File: src/design/bclpd_pkg.sv
// shared types and constants for the button click and long-press detector
package bclpd_pkg;

  // raw level pins carried by one sample
  localparam int NUM_LEVELS = 4;
  localparam int BTN_W      = $clog2(NUM_LEVELS);
  localparam int TIME_W     = 32;

  localparam logic LEVEL_RELEASED = 1'b1;

  localparam logic KIND_CLICK = 1'b0;
  localparam logic KIND_LONG  = 1'b1;

  // configuration register map, word addressed
  localparam int APB_ADDR_W = 4;
  localparam int APB_DATA_W = 32;
  localparam int REG_IDX_W  = 2;
  localparam logic [REG_IDX_W-1:0] REG_LONG_PRESS_MS     = 2'd0;
  localparam logic [REG_IDX_W-1:0] REG_DEBOUNCE_MS       = 2'd1;
  localparam logic [REG_IDX_W-1:0] REG_CLICK_ENABLE      = 2'd2;
  localparam logic [REG_IDX_W-1:0] REG_LONG_PRESS_ENABLE = 2'd3;

  localparam logic [15:0] LONG_PRESS_MS_RESET = 16'd1500;
  localparam logic [7:0]  DEBOUNCE_MS_RESET   = 8'd20;

  // event queue between front and back
  localparam int QUEUE_DEPTH = 2;
  localparam int QPTR_W      = $clog2(QUEUE_DEPTH);

  typedef struct packed {
    logic [NUM_LEVELS-1:0] levels;
    logic [TIME_W-1:0]     time_ms;
  } in_t;

  typedef struct packed {
    logic [BTN_W-1:0] button;
    logic             kind;
    logic             last;
  } out_t;

  typedef struct packed {
    logic [15:0] long_press_ms;
    logic [7:0]  debounce_ms;
    logic        click_en;
    logic        long_en;
  } cfg_t;

  // events of one sample: one bit per button, kind alongside
  typedef struct packed {
    logic [NUM_LEVELS-1:0] hit;
    logic [NUM_LEVELS-1:0] kind;
  } ev_batch_t;

endpackage

File: src/design/bclpd_front.sv
// front end: per-button debounce and press timing, one sample per cycle while the queue is not full
module bclpd_front #(
  parameter int NUM_BUTTONS = 4
) (
  input  logic                  clk,
  input  logic                  rst_n,
  input  logic                  in_valid,
  output logic                  in_ready,
  input  bclpd_pkg::in_t        in_data,
  input  bclpd_pkg::cfg_t       cfg,
  input  logic                  q_full,
  output logic                  q_push,
  output bclpd_pkg::ev_batch_t  q_batch
);
  import bclpd_pkg::*;

  logic                   accept;
  logic [NUM_BUTTONS-1:0] lane_hit;
  logic [NUM_BUTTONS-1:0] lane_kind;
  logic [NUM_LEVELS-1:0]  hit_v;
  logic [NUM_LEVELS-1:0]  kind_v;

  assign in_ready = !q_full;
  assign accept   = in_valid && in_ready;

  for (genvar g = 0; g < NUM_BUTTONS; g++) begin : g_lane
    logic              lvl;
    logic              acc_level_r, acc_level_nxt;
    logic              held_r, held_nxt;
    logic              long_seen_r, long_seen_nxt;
    logic [TIME_W-1:0] change_time_r, change_time_nxt;
    logic [TIME_W-1:0] press_time_r, press_time_nxt;
    logic [TIME_W-1:0] since_change, since_press, hold_time;
    logic              deb_ok, chg, start, release_held, click, long_hit;

    // buttons with no pin stay released
    if (g < NUM_LEVELS) begin : g_pin
      assign lvl = in_data.levels[g];
    end else begin : g_nopin
      assign lvl = LEVEL_RELEASED;
    end

    always_comb begin
      since_change    = in_data.time_ms - change_time_r;
      since_press     = in_data.time_ms - press_time_r;
      deb_ok          = since_change >= {{(TIME_W-8){1'b0}}, cfg.debounce_ms};
      chg             = deb_ok && (lvl != acc_level_r);
      start           = chg && (lvl != LEVEL_RELEASED) && !held_r;
      release_held    = chg && (lvl == LEVEL_RELEASED) && held_r;
      click           = release_held && !long_seen_r && cfg.click_en &&
                        (since_press < {{(TIME_W-16){1'b0}}, cfg.long_press_ms});
      acc_level_nxt   = chg ? lvl : acc_level_r;
      change_time_nxt = chg ? in_data.time_ms : change_time_r;
      held_nxt        = held_r;
      long_seen_nxt   = long_seen_r;
      press_time_nxt  = press_time_r;
      if (start) begin
        held_nxt       = 1'b1;
        long_seen_nxt  = 1'b0;
        press_time_nxt = in_data.time_ms;
      end
      if (release_held) begin
        held_nxt       = 1'b0;
        long_seen_nxt  = 1'b0;
        press_time_nxt = '0;
      end
      // a press taken in this sample has been held for zero ms
      hold_time = start ? '0 : since_press;
      long_hit  = held_nxt && !long_seen_nxt &&
                  (hold_time >= {{(TIME_W-16){1'b0}}, cfg.long_press_ms});
      if (long_hit) begin
        long_seen_nxt = 1'b1;
      end
    end

    always_ff @(posedge clk) begin
      if (!rst_n) begin
        acc_level_r   <= LEVEL_RELEASED;
        held_r        <= 1'b0;
        long_seen_r   <= 1'b0;
        change_time_r <= '0;
        press_time_r  <= '0;
      end else if (accept) begin
        acc_level_r   <= acc_level_nxt;
        held_r        <= held_nxt;
        long_seen_r   <= long_seen_nxt;
        change_time_r <= change_time_nxt;
        press_time_r  <= press_time_nxt;
      end
    end

    assign lane_hit[g]  = click || (long_hit && cfg.long_en);
    assign lane_kind[g] = long_hit ? KIND_LONG : KIND_CLICK;
  end

  for (genvar j = 0; j < NUM_LEVELS; j++) begin : g_map
    if (j < NUM_BUTTONS) begin : g_on
      assign hit_v[j]  = lane_hit[j];
      assign kind_v[j] = lane_kind[j];
    end else begin : g_off
      assign hit_v[j]  = 1'b0;
      assign kind_v[j] = KIND_CLICK;
    end
  end

  assign q_batch = '{hit: hit_v, kind: kind_v};
  // samples without events leave nothing in the queue
  assign q_push  = accept && (|hit_v);

endmodule

File: src/design/bclpd_queue.sv
// short queue of per-sample event batches between front and back
module bclpd_queue (
  input  logic                  clk,
  input  logic                  rst_n,
  input  logic                  push,
  input  bclpd_pkg::ev_batch_t  push_data,
  input  logic                  pop,
  output bclpd_pkg::ev_batch_t  head,
  output logic                  full,
  output logic                  empty
);
  import bclpd_pkg::*;

  ev_batch_t         mem [QUEUE_DEPTH];
  logic [QPTR_W-1:0] wr_ptr_r, rd_ptr_r;
  logic [QPTR_W:0]   count_r, count_nxt;

  assign head  = mem[rd_ptr_r];
  assign full  = count_r == (QPTR_W+1)'(QUEUE_DEPTH);
  assign empty = count_r == '0;

  always_comb begin
    count_nxt = count_r;
    if (push && !pop) begin
      count_nxt = count_r + 1'b1;
    end else if (pop && !push) begin
      count_nxt = count_r - 1'b1;
    end
  end

  always_ff @(posedge clk) begin
    if (push) begin
      mem[wr_ptr_r] <= push_data;
    end
  end

  always_ff @(posedge clk) begin
    if (!rst_n) begin
      wr_ptr_r <= '0;
      rd_ptr_r <= '0;
      count_r  <= '0;
    end else begin
      if (push) begin
        wr_ptr_r <= wr_ptr_r + 1'b1;
      end
      if (pop) begin
        rd_ptr_r <= rd_ptr_r + 1'b1;
      end
      count_r <= count_nxt;
    end
  end

endmodule

File: src/design/bclpd_back.sv
// back end: walks a batch in button order, one event per cycle into the output register unless stalled
module bclpd_back (
  input  logic                  clk,
  input  logic                  rst_n,
  input  logic                  q_empty,
  input  bclpd_pkg::ev_batch_t  q_head,
  output logic                  q_pop,
  output logic                  out_valid,
  input  logic                  out_ready,
  output bclpd_pkg::out_t       out_data
);
  import bclpd_pkg::*;

  logic [NUM_LEVELS-1:0] pend_r, pend_nxt;
  logic [NUM_LEVELS-1:0] kind_r, kind_nxt;
  logic [NUM_LEVELS-1:0] rest;
  logic [BTN_W-1:0]      sel;
  logic                  load, last;
  logic                  out_valid_r, out_valid_nxt;
  out_t                  out_data_r, out_data_nxt;

  always_comb begin
    sel = '0;
    for (int i = NUM_LEVELS - 1; i >= 0; i--) begin
      if (pend_r[i]) begin
        sel = BTN_W'(i);
      end
    end
    rest = pend_r & ~(NUM_LEVELS'(1) << sel);
    last = rest == '0;
    load = (|pend_r) && (!out_valid_r || out_ready);
    // refill as the last event of the current batch leaves
    q_pop = !q_empty && ((pend_r == '0) || (load && last));

    pend_nxt = pend_r;
    kind_nxt = kind_r;
    if (q_pop) begin
      pend_nxt = q_head.hit;
      kind_nxt = q_head.kind;
    end else if (load) begin
      pend_nxt = rest;
    end

    out_valid_nxt = out_valid_r && !out_ready;
    out_data_nxt  = out_data_r;
    if (load) begin
      out_valid_nxt = 1'b1;
      out_data_nxt  = '{button: sel, kind: kind_r[sel], last: last};
    end
  end

  always_ff @(posedge clk) begin
    if (!rst_n) begin
      pend_r      <= '0;
      out_valid_r <= 1'b0;
    end else begin
      pend_r      <= pend_nxt;
      out_valid_r <= out_valid_nxt;
    end
  end

  always_ff @(posedge clk) begin
    kind_r     <= kind_nxt;
    out_data_r <= out_data_nxt;
  end

  assign out_valid = out_valid_r;
  assign out_data  = out_data_r;

endmodule

File: src/design/button_click_long_press_detector.sv
// top level: configuration registers, front end, event queue and back end
//
//  port group  | direction | handshake          | payload
//  in_         | input     | in_valid/in_ready  | levels, time_ms
//  out_        | output    | out_valid/out_ready| button, kind, last
//  apb         | both      | psel/penable       | 4 registers at 0x0, 0x4, 0x8, 0xc
//
// the front end takes a sample every cycle while the queue has room and updates
// all buttons at once; the back end gives one event per cycle unless out_ready
// holds it back; a sample gives up to 4 events, and one with none never reaches the queue
// events move from a queue entry to the pending batch register, then to out_data
// synchronous active-low reset clears button state and loads register defaults
// output stalls fill the two-entry queue, then in_ready drops
module button_click_long_press_detector #(
  parameter int NUM_BUTTONS = 4
) (
  input  logic                                   clk,
  input  logic                                   rst_n,
  input  logic                                   in_valid,
  output logic                                   in_ready,
  input  bclpd_pkg::in_t                         in_data,
  output logic                                   out_valid,
  input  logic                                   out_ready,
  output bclpd_pkg::out_t                        out_data,
  input  logic                                   psel,
  input  logic                                   penable,
  input  logic                                   pwrite,
  input  logic [bclpd_pkg::APB_ADDR_W-1:0]       paddr,
  input  logic [bclpd_pkg::APB_DATA_W-1:0]       pwdata,
  output logic [bclpd_pkg::APB_DATA_W-1:0]       prdata,
  output logic                                   pready
);
  import bclpd_pkg::*;

  logic [15:0]          long_press_ms_r;
  logic [7:0]           debounce_ms_r;
  logic                 click_enable_r;
  logic                 long_press_enable_r;
  logic                 reg_wr;
  logic [REG_IDX_W-1:0] reg_idx;
  cfg_t                 cfg;
  logic                 q_push, q_pop, q_full, q_empty;
  ev_batch_t            q_batch, q_head;

  assign pready  = 1'b1;
  assign reg_wr  = psel && penable && pwrite && pready;
  assign reg_idx = paddr[APB_ADDR_W-1:2];

  always_ff @(posedge clk) begin
    if (!rst_n) begin
      long_press_ms_r     <= LONG_PRESS_MS_RESET;
      debounce_ms_r       <= DEBOUNCE_MS_RESET;
      click_enable_r      <= 1'b0;
      long_press_enable_r <= 1'b0;
    end else if (reg_wr) begin
      case (reg_idx)
        REG_LONG_PRESS_MS:     long_press_ms_r     <= pwdata[15:0];
        REG_DEBOUNCE_MS:       debounce_ms_r       <= pwdata[7:0];
        REG_CLICK_ENABLE:      click_enable_r      <= pwdata[0];
        REG_LONG_PRESS_ENABLE: long_press_enable_r <= pwdata[0];
        default: ;
      endcase
    end
  end

  always_comb begin
    case (reg_idx)
      REG_LONG_PRESS_MS:     prdata = {16'd0, long_press_ms_r};
      REG_DEBOUNCE_MS:       prdata = {24'd0, debounce_ms_r};
      REG_CLICK_ENABLE:      prdata = {31'd0, click_enable_r};
      REG_LONG_PRESS_ENABLE: prdata = {31'd0, long_press_enable_r};
      default:               prdata = '0;
    endcase
  end

  assign cfg = '{long_press_ms: long_press_ms_r, debounce_ms: debounce_ms_r,
                 click_en: click_enable_r, long_en: long_press_enable_r};

  bclpd_front #(
    .NUM_BUTTONS (NUM_BUTTONS)
  ) u_front (
    .clk      (clk),
    .rst_n    (rst_n),
    .in_valid (in_valid),
    .in_ready (in_ready),
    .in_data  (in_data),
    .cfg      (cfg),
    .q_full   (q_full),
    .q_push   (q_push),
    .q_batch  (q_batch)
  );

  bclpd_queue u_queue (
    .clk       (clk),
    .rst_n     (rst_n),
    .push      (q_push),
    .push_data (q_batch),
    .pop       (q_pop),
    .head      (q_head),
    .full      (q_full),
    .empty     (q_empty)
  );

  bclpd_back u_back (
    .clk       (clk),
    .rst_n     (rst_n),
    .q_empty   (q_empty),
    .q_head    (q_head),
    .q_pop     (q_pop),
    .out_valid (out_valid),
    .out_ready (out_ready),
    .out_data  (out_data)
  );

`ifndef SYNTHESIS
  a_no_push_full: assert property (@(posedge clk) disable iff (!rst_n)
    q_push |-> !q_full)
    else $error("event batch pushed into a full queue");

  a_no_pop_empty: assert property (@(posedge clk) disable iff (!rst_n)
    q_pop |-> !q_empty)
    else $error("event batch popped from an empty queue");

  a_batch_continues: assert property (@(posedge clk) disable iff (!rst_n)
    (out_valid && out_ready && !out_data.last) |=> out_valid)
    else $error("batch ended without an event marked last");

  a_reset_idle: assert property (@(posedge clk)
    !rst_n |=> !out_valid)
    else $error("output valid right after reset");
`endif

endmodule

File: config.mk
export PLATFORM = sky130hd
export DESIGN_NAME = button_click_long_press_detector
export DESIGN_NICKNAME = d
export VERILOG_FILES = /design/src/design/bclpd_pkg.sv /design/src/design/bclpd_front.sv /design/src/design/bclpd_queue.sv /design/src/design/bclpd_back.sv /design/src/design/button_click_long_press_detector.sv
export SDC_FILE = /design/constraint.sdc
export NUM_CORES = 1
export LEC_CHECK = 0
export BUFFER_PORTS_ARGS = -buffer_cell sky130_fd_sc_hd__buf_2
export CORE_MARGIN = 3
export CORE_UTILIZATION = 55
export DETAILED_ROUTE_END_ITERATION = 8
export PLACE_DENSITY_LB_ADDON = 0.12
export SLEW_MARGIN = 40
export SYNTH_ARGS = -nofsm -noshare
export SYNTH_HDL_FRONTEND = slang
export SYNTH_SLANG_ARGS = --single-unit
File: constraint.sdc
create_clock -name clk -period 10 [get_ports clk]
set_input_delay 1 -clock clk [delete_from_list [all_inputs] [get_ports clk]]
set_output_delay 1 -clock clk [all_outputs]
set_load 0.01 [all_outputs]
### Word level (Yosys, flattened, before mapping)

Memory sizes are Yosys's and may differ from the RTL's. A register that Yosys moved wholly into a read port is not among the register bits.
Cells that the tools add are included.

| storage, ports and cells | value |
|---|---|
| input port bits | 79 |
| RAM bits | 16 |
| logic and storage cells | 228 |
| memories kept | 1 |
| register bits after elaboration | 311 |
| output and inout bits | 39 |

Memory list:

| memory | depth | bits a word | read ports | clocked after Yosys merged registers in | write ports | line | RTL |
|---|---|---|---|---|---|---|---|
| u_queue.mem | 2 | 8 | 1 | 1 | 1 | bclpd_queue.sv:14 | `ev_batch_t mem [QUEUE_DEPTH];` |

| operators by class | value |
|---|---|
| bitwise gates (word level) | 6 |
| muxes and demuxes | 52 |
| equal/unequal tests | 8 |
| reductions and logical operators | 102 |
| order comparisons | 13 |
| shift operators | 1 |
| $add $sub $neg | 12 |

Operator list:

| operator | count |
|---|---|
| $mux 32 | 12 |
| $sub 32x32->32 | 8 |
| $ge 32x16->1 | 4 |
| $ge 32x8->1 | 4 |
| $lt 32x16->1 | 4 |
| $pmux 32 s4 | 1 |
| $logic_and 1x1->1 | 54 |
| $mux 1 | 30 |
| $reduce_and 2->1 | 12 |
| $logic_not 1->1 | 18 |
| $mux 2 | 6 |
| $reduce_bool 2->1 | 6 |
| $logic_not 4->1 | 2 |
| $mux 4 | 2 |
| $reduce_or 4->1 | 2 |
| $eq 2x2->1 const B | 3 |
| $logic_or 1x1->1 | 6 |
| $and 4x4->4 | 1 |
| $logic_not 2->1 | 2 |
| $ne 1x1->1 | 4 |
| $not 1->1 | 4 |
| $not 4->4 | 1 |
| $shl 1x2->4 const A | 1 |
| $lt 2x3->1 const B | 1 |
| 5 further kinds | 6 |

### Longest topological paths before layout

| depth | value |
|---|---|
| depth in word-level cells | 18 |
| gate-level depth with buffers | 38 |
| mapped depth without buffers | 35 |

### Cells and area by module

A second synthesis with hierarchy kept.

| second synthesis, totals | value |
|---|---|
| cell total of the unflattened synthesis | 4,455 |
| area total of the unflattened synthesis | 33,971.3 µm² |

Modules (own cells, without submodules):

| module | seq. area each (µm²) | cells an instance | times used | area each (µm²) |
|---|---|---|---|---|
| bclpd_front | 5,365.1 | 4,202 | 1 | 31,178.7 |
| button_click_long_press_detector | 520.5 | 158 | 1 | 1,372.6 |
| bclpd_queue | 580.6 | 47 | 1 | 794.5 |
| bclpd_back | 340.3 | 48 | 1 | 625.6 |

### Least setup slack after synthesis

No wires, ideal clock.

| path | value |
|---|---|
| path kind | input -> register |
| start point | in in_data[0] (netlist bit) |
| end point | reg u_queue.count_r[1] |
| buffers on the path | 3 |
| stages on the path | 36 |
| slack | 1.579 ns |
| data required time | 9.924 ns |
| library setup time | 0.076 ns |
| data arrival time | 8.345 ns |
| cells stage by stage | clkbuf_1 inv_1 ha_1 fa_1 nand2b_1 a21oi_1 nor2b_1 xnor2_1 ha_1 nand2_1 o32ai_1 or4b_1 nor4b_1 nand4_1 nor4_1 and3_1 o2111ai_2 and3_1 buf_2 clkbuf_1 or2_2 ha_1 nand2b_1 a21o_1 a21o_1 a211oi_1 o21ai_0 a2111oi_0 o21ai_0 and4_1 o211ai_1 nand4bb_1 o21a_1 ha_1 or3_1 a21boi_0 |

| on the way | value |
|---|---|
| longest elaborated chain between the ends | 17 |
| elaborated cells between the ends (all ways) | 99 |
| classes of those cells | add/sub: 8; order compare: 12; mux: 21; reduce/logical: 58 |

Ends and longest elaborated chain:

| element | line | RTL |
|---|---|---|
| start, declared | button_click_long_press_detector.sv:21 | `input bclpd_pkg::in_t in_data,` |
| parallel branches: the longest is 12 deep, another holds $sub 32x32->32 | -- |  |
| $reduce_or 4->1 (*) | bclpd_front.sv:108 | `assign q_push = accept && (\|hit_v);` |
| $logic_and 1x1->1 (*) | bclpd_front.sv:108 |  |
| via q_push | button_click_long_press_detector.sv:42 | `logic q_push, q_pop, q_full, q_empty;` |
| $logic_not 1->1 | bclpd_queue.sv:26 | `end else if (pop && !push) begin` |
| $logic_and 1x1->1 | bclpd_queue.sv:26 |  |
| $reduce_bool 2->1 (no line) | -- |  |
| end signal, assigned | bclpd_queue.sv:49 | `count_r <= count_nxt;` |
| end, declared | bclpd_queue.sv:16 | `logic [QPTR_W:0] count_r, count_nxt;` |

Mark *: on every way through the listed nets, which the timed path passes.
A chain may end at the register's enable or synchronous reset.

### Worst setup path in the final report

Ends and elaborated chain as after synthesis.

==> results.json <==
{
  "final_cell_mix": "432 x nand2_1, 405 x ha_1, 342 x inv_1",
  "cp_slowest_cell": "or4b_1",
  "grt_overflow": 0,
  "cts_hold_buf": 0,
  "crit_arrival_ps": 9510,
  "drc": 0,
  "die_area_mm2": 0.0644,
  "final_hold_viol_count": 0,
  "drt-wirelength-per-cell_um": 20.0,
  "slew_violations": 0,
  "numCtsBuffers": 41,
  "maxCapViolations": 0,
  "core_mm2": 0.0606,
  "async_flop_share_pct": 0,
  "syn-cell-area_mm2": 0.0338,
  "multi_input_area_mm2": 0.0247,
  "drt_pass1_iterations": 6,
  "crit_buf_inv": 2,
  "clock_skew_ps": 21.3,
  "start_kind": "input pin",
  "n_fill_cell": 5747,
  "grt_max_degree": 111,
  "fp.dieH_um": 254,
  "synth-seq-cells": 328,
  "post_cts_buffers": 0,
  "fp-row-count": 90,
  "status": "complete, no violations",
  "dp.cells": 5143,
  "netlist_instances": 4447,
  "max_freq_ghz": 0.111,
  "synth_top_area_share_pct": 18.0,
  "tns_ps": 0,
  "clkTransAtPathRegs_ps": 60,
  "slew_headroom_pct": 45.5,
  "cpMostUsedCell": "ha_1",
  "grt_pass1_vias": 29027,
  "slowest_delay_ps": 490,
  "synth.avg_cell_area_um2": 7.59,
  "post_cts_resized": 0,
  "area_delta_synth_final_pct": 6.73,
  "powerDensity_mw_per_mm2": 162,
  "hpwl_um": 78300,
  "vias": 32197,
  "ant_nets": 0,
  "cts_buffer_depth": 3,
  "clock-sinks": 328,
  "die_w_um": 254,
  "io_buffers": 82,
  "grt_first_pass_wirelength_um": 161000,
  "critPathCaptureType": "flip-flop",
  "rsz0062_at_grt": "no",
  "power.leakage_nw": 14.0,
  "insertion_delay_ps": 580,
  "final_nets": 4896,
  "synthFlopType": "dfxtp_1",
  "viasPerCell": 6.17,
  "ys_seq_area_share_pct": 20.2,
  "timing.final.crit_share_pct": 90.0,
  "synth_edf_count": 24,
  "tightestPinTransition_ps": 796,
  "drive_gt1_share_pct": 6.45,
  "cts_max_level": 2,
  "drtIter0Drc": 2314,
  "cts-root-buf": "clkbuf_16",
  "fin_crit_ps": 9000,
  "track_usage_pct": 31.5,
  "postLayoutCoreUtil_pct": 59.5,
  "start_util_pct": 55.7,
  "ys_top_cells_by_area": "dfxtp_1 18%, ha_1 15%, mux2i_1 5.0%",
  "worstSetupPathType": "in -> reg",
  "setup_violations": 0,
  "crit_fanout": 9,
  "yosys.area.top_type": "dfxtp_1",
  "gp_congestion": 0.963,
  "antenna_found_initial": 6,
  "finalWirelength_um": 105000,
  "ir_drop_mv": 0.200,
  "fin_cells": 5219,
  "cp_top_family": "simple AND/OR/NAND/NOR gates",
  "yosysWarnings": 0,
  "cts_tree": "built",
  "io_pins": 118,
  "layout_commonest_cell": "nand2_1",
  "ys_types": 106,
  "ff_latch_area_mm2": 0.00681,
  "hold_class": "reg -> reg",
  "worstPathRequired_ps": 10510
}
[path summary, 6_finish.rpt]
path | endpoint | slack (ps) | cells past startpoint | start
hold reg to reg | u_front.g_lane[3].press_time_r[30] | 450 | 2 | u_front.g_lane[3].press_time_r[30]
hold / removal | u_front.g_lane[3].press_time_r[30] | 450 | 2 | u_front.g_lane[3].press_time_r[30]
setup reg to reg | u_queue.count_r[1] | 1540 | 32 | u_front.g_lane[0].change_time_r[0]
setup / recovery | u_queue.count_r[1] | 1000 | 34 | in_data[0]
[metrics by stage]
stage               power [W]  setup slack, ps  hold slack, ps  instance area [um2]
floorplan             0.00368             1580             431                33800
global placement      0.00428              717             437                34600
detailed placement    0.00432              596             442                34700
CTS                   0.00584             1090             449                36000
global route          0.00625              600             462                36000
finish                0.00583              996             446                36000
[layer usage]
layer  vias up  part of all wire [%]  GRT usage, %
li1      15949                     -             -
met1     15010                    45          42.7
met2      1033                    43          49.8
met3       199                   7.4          4.69
met4         6                   4.7          13.5
met5         -                 0.035             0
[sequential cells by signal, indices dropped and copies added, names as in the netlist, named ones only]
name / count
u_queue.count_r: 2
long_press_enable_r: 1
u_front.g_lane.press_time_r: 128
long_press_ms_r: 16
u_front.g_lane.long_seen_r: 4
u_back.out_data: 4
u_queue.mem: 16
u_front.g_lane.change_time_r: 128
u_back.kind_r: 4
debounce_ms_r: 8
click_enable_r: 1
u_back.out_valid: 1
u_front.g_lane.held_r: 4
u_queue.rd_ptr_r: 1
u_back.pend_r: 4
u_queue.wr_ptr_r: 1
u_front.g_lane.acc_level_r: 4
[layout make-up]
class | count | area share (%)
clock buffer | 59 | 3.29
multi-input combinational | 3548 | 68.5
antenna | 1 | 0.00695
sequential | 328 | 18.9
tap | 782 | 2.72
inverter | 343 | 3.57
clock inverter | 16 | 0.497
timing repair buffer | 142 | 2.51
[cell families after synthesis]
group / after synthesis / share of synthesized area, %
buffers and inverters: 586 / 6.99
muxes: 183 / 5.55
adders and majority gates: 414 / 15.5
AOI/OAI and AO/OA: 1288 / 25.4
and+or+nand+nor: 1507 / 22.7
DFF: 328 / 20.2
other: 2 / 0.0222
xor gates and xnor gates: 139 / 3.61
[Yosys cell counts (22+ instances only)]
cell       count
nor4_1        23
o2111ai_1     22
nor3_1        82
nand2_1      433
clkbuf_1     164
o21bai_1      22
nor2_1       216
xor2_1        61
xnor2_1       78
ha_1         405
dfxtp_1      304
edfxtp_1      24
a31oi_1       30
nor2b_1      235
nand2b_1      61
a21boi_1      51
mux2i_1      168
nand4_1       73
o211ai_1      63
inv_1        342
a211oi_1      61
and3_1        38
o21a_1        53
o21ai_0      222
a21o_1        97
nand3_1      192
and2_1        31
a21oi_1      331
a21boi_0     106
buf_2         43
[worst reg2reg max path, delay by kind of cell (launching register included)]
family	cells	cell delay, ps
AO/OA/AOI/OAI	12	3090
AND/OR/NAND/NOR	14	3320
flip-flops	1	310
XOR/XNOR	1	180
adder cells (fa/ha/maj)	5	1490
[power by group]
group          internal (W)  leakage, nW  total [W]  switching (W)
registers           0.00148         2.70    0.00156      0.0000841
clock network      0.000881        0.660    0.00149       0.000613
logic               0.00112         10.6    0.00277        0.00166
Power figures use the tool's default switching activity.
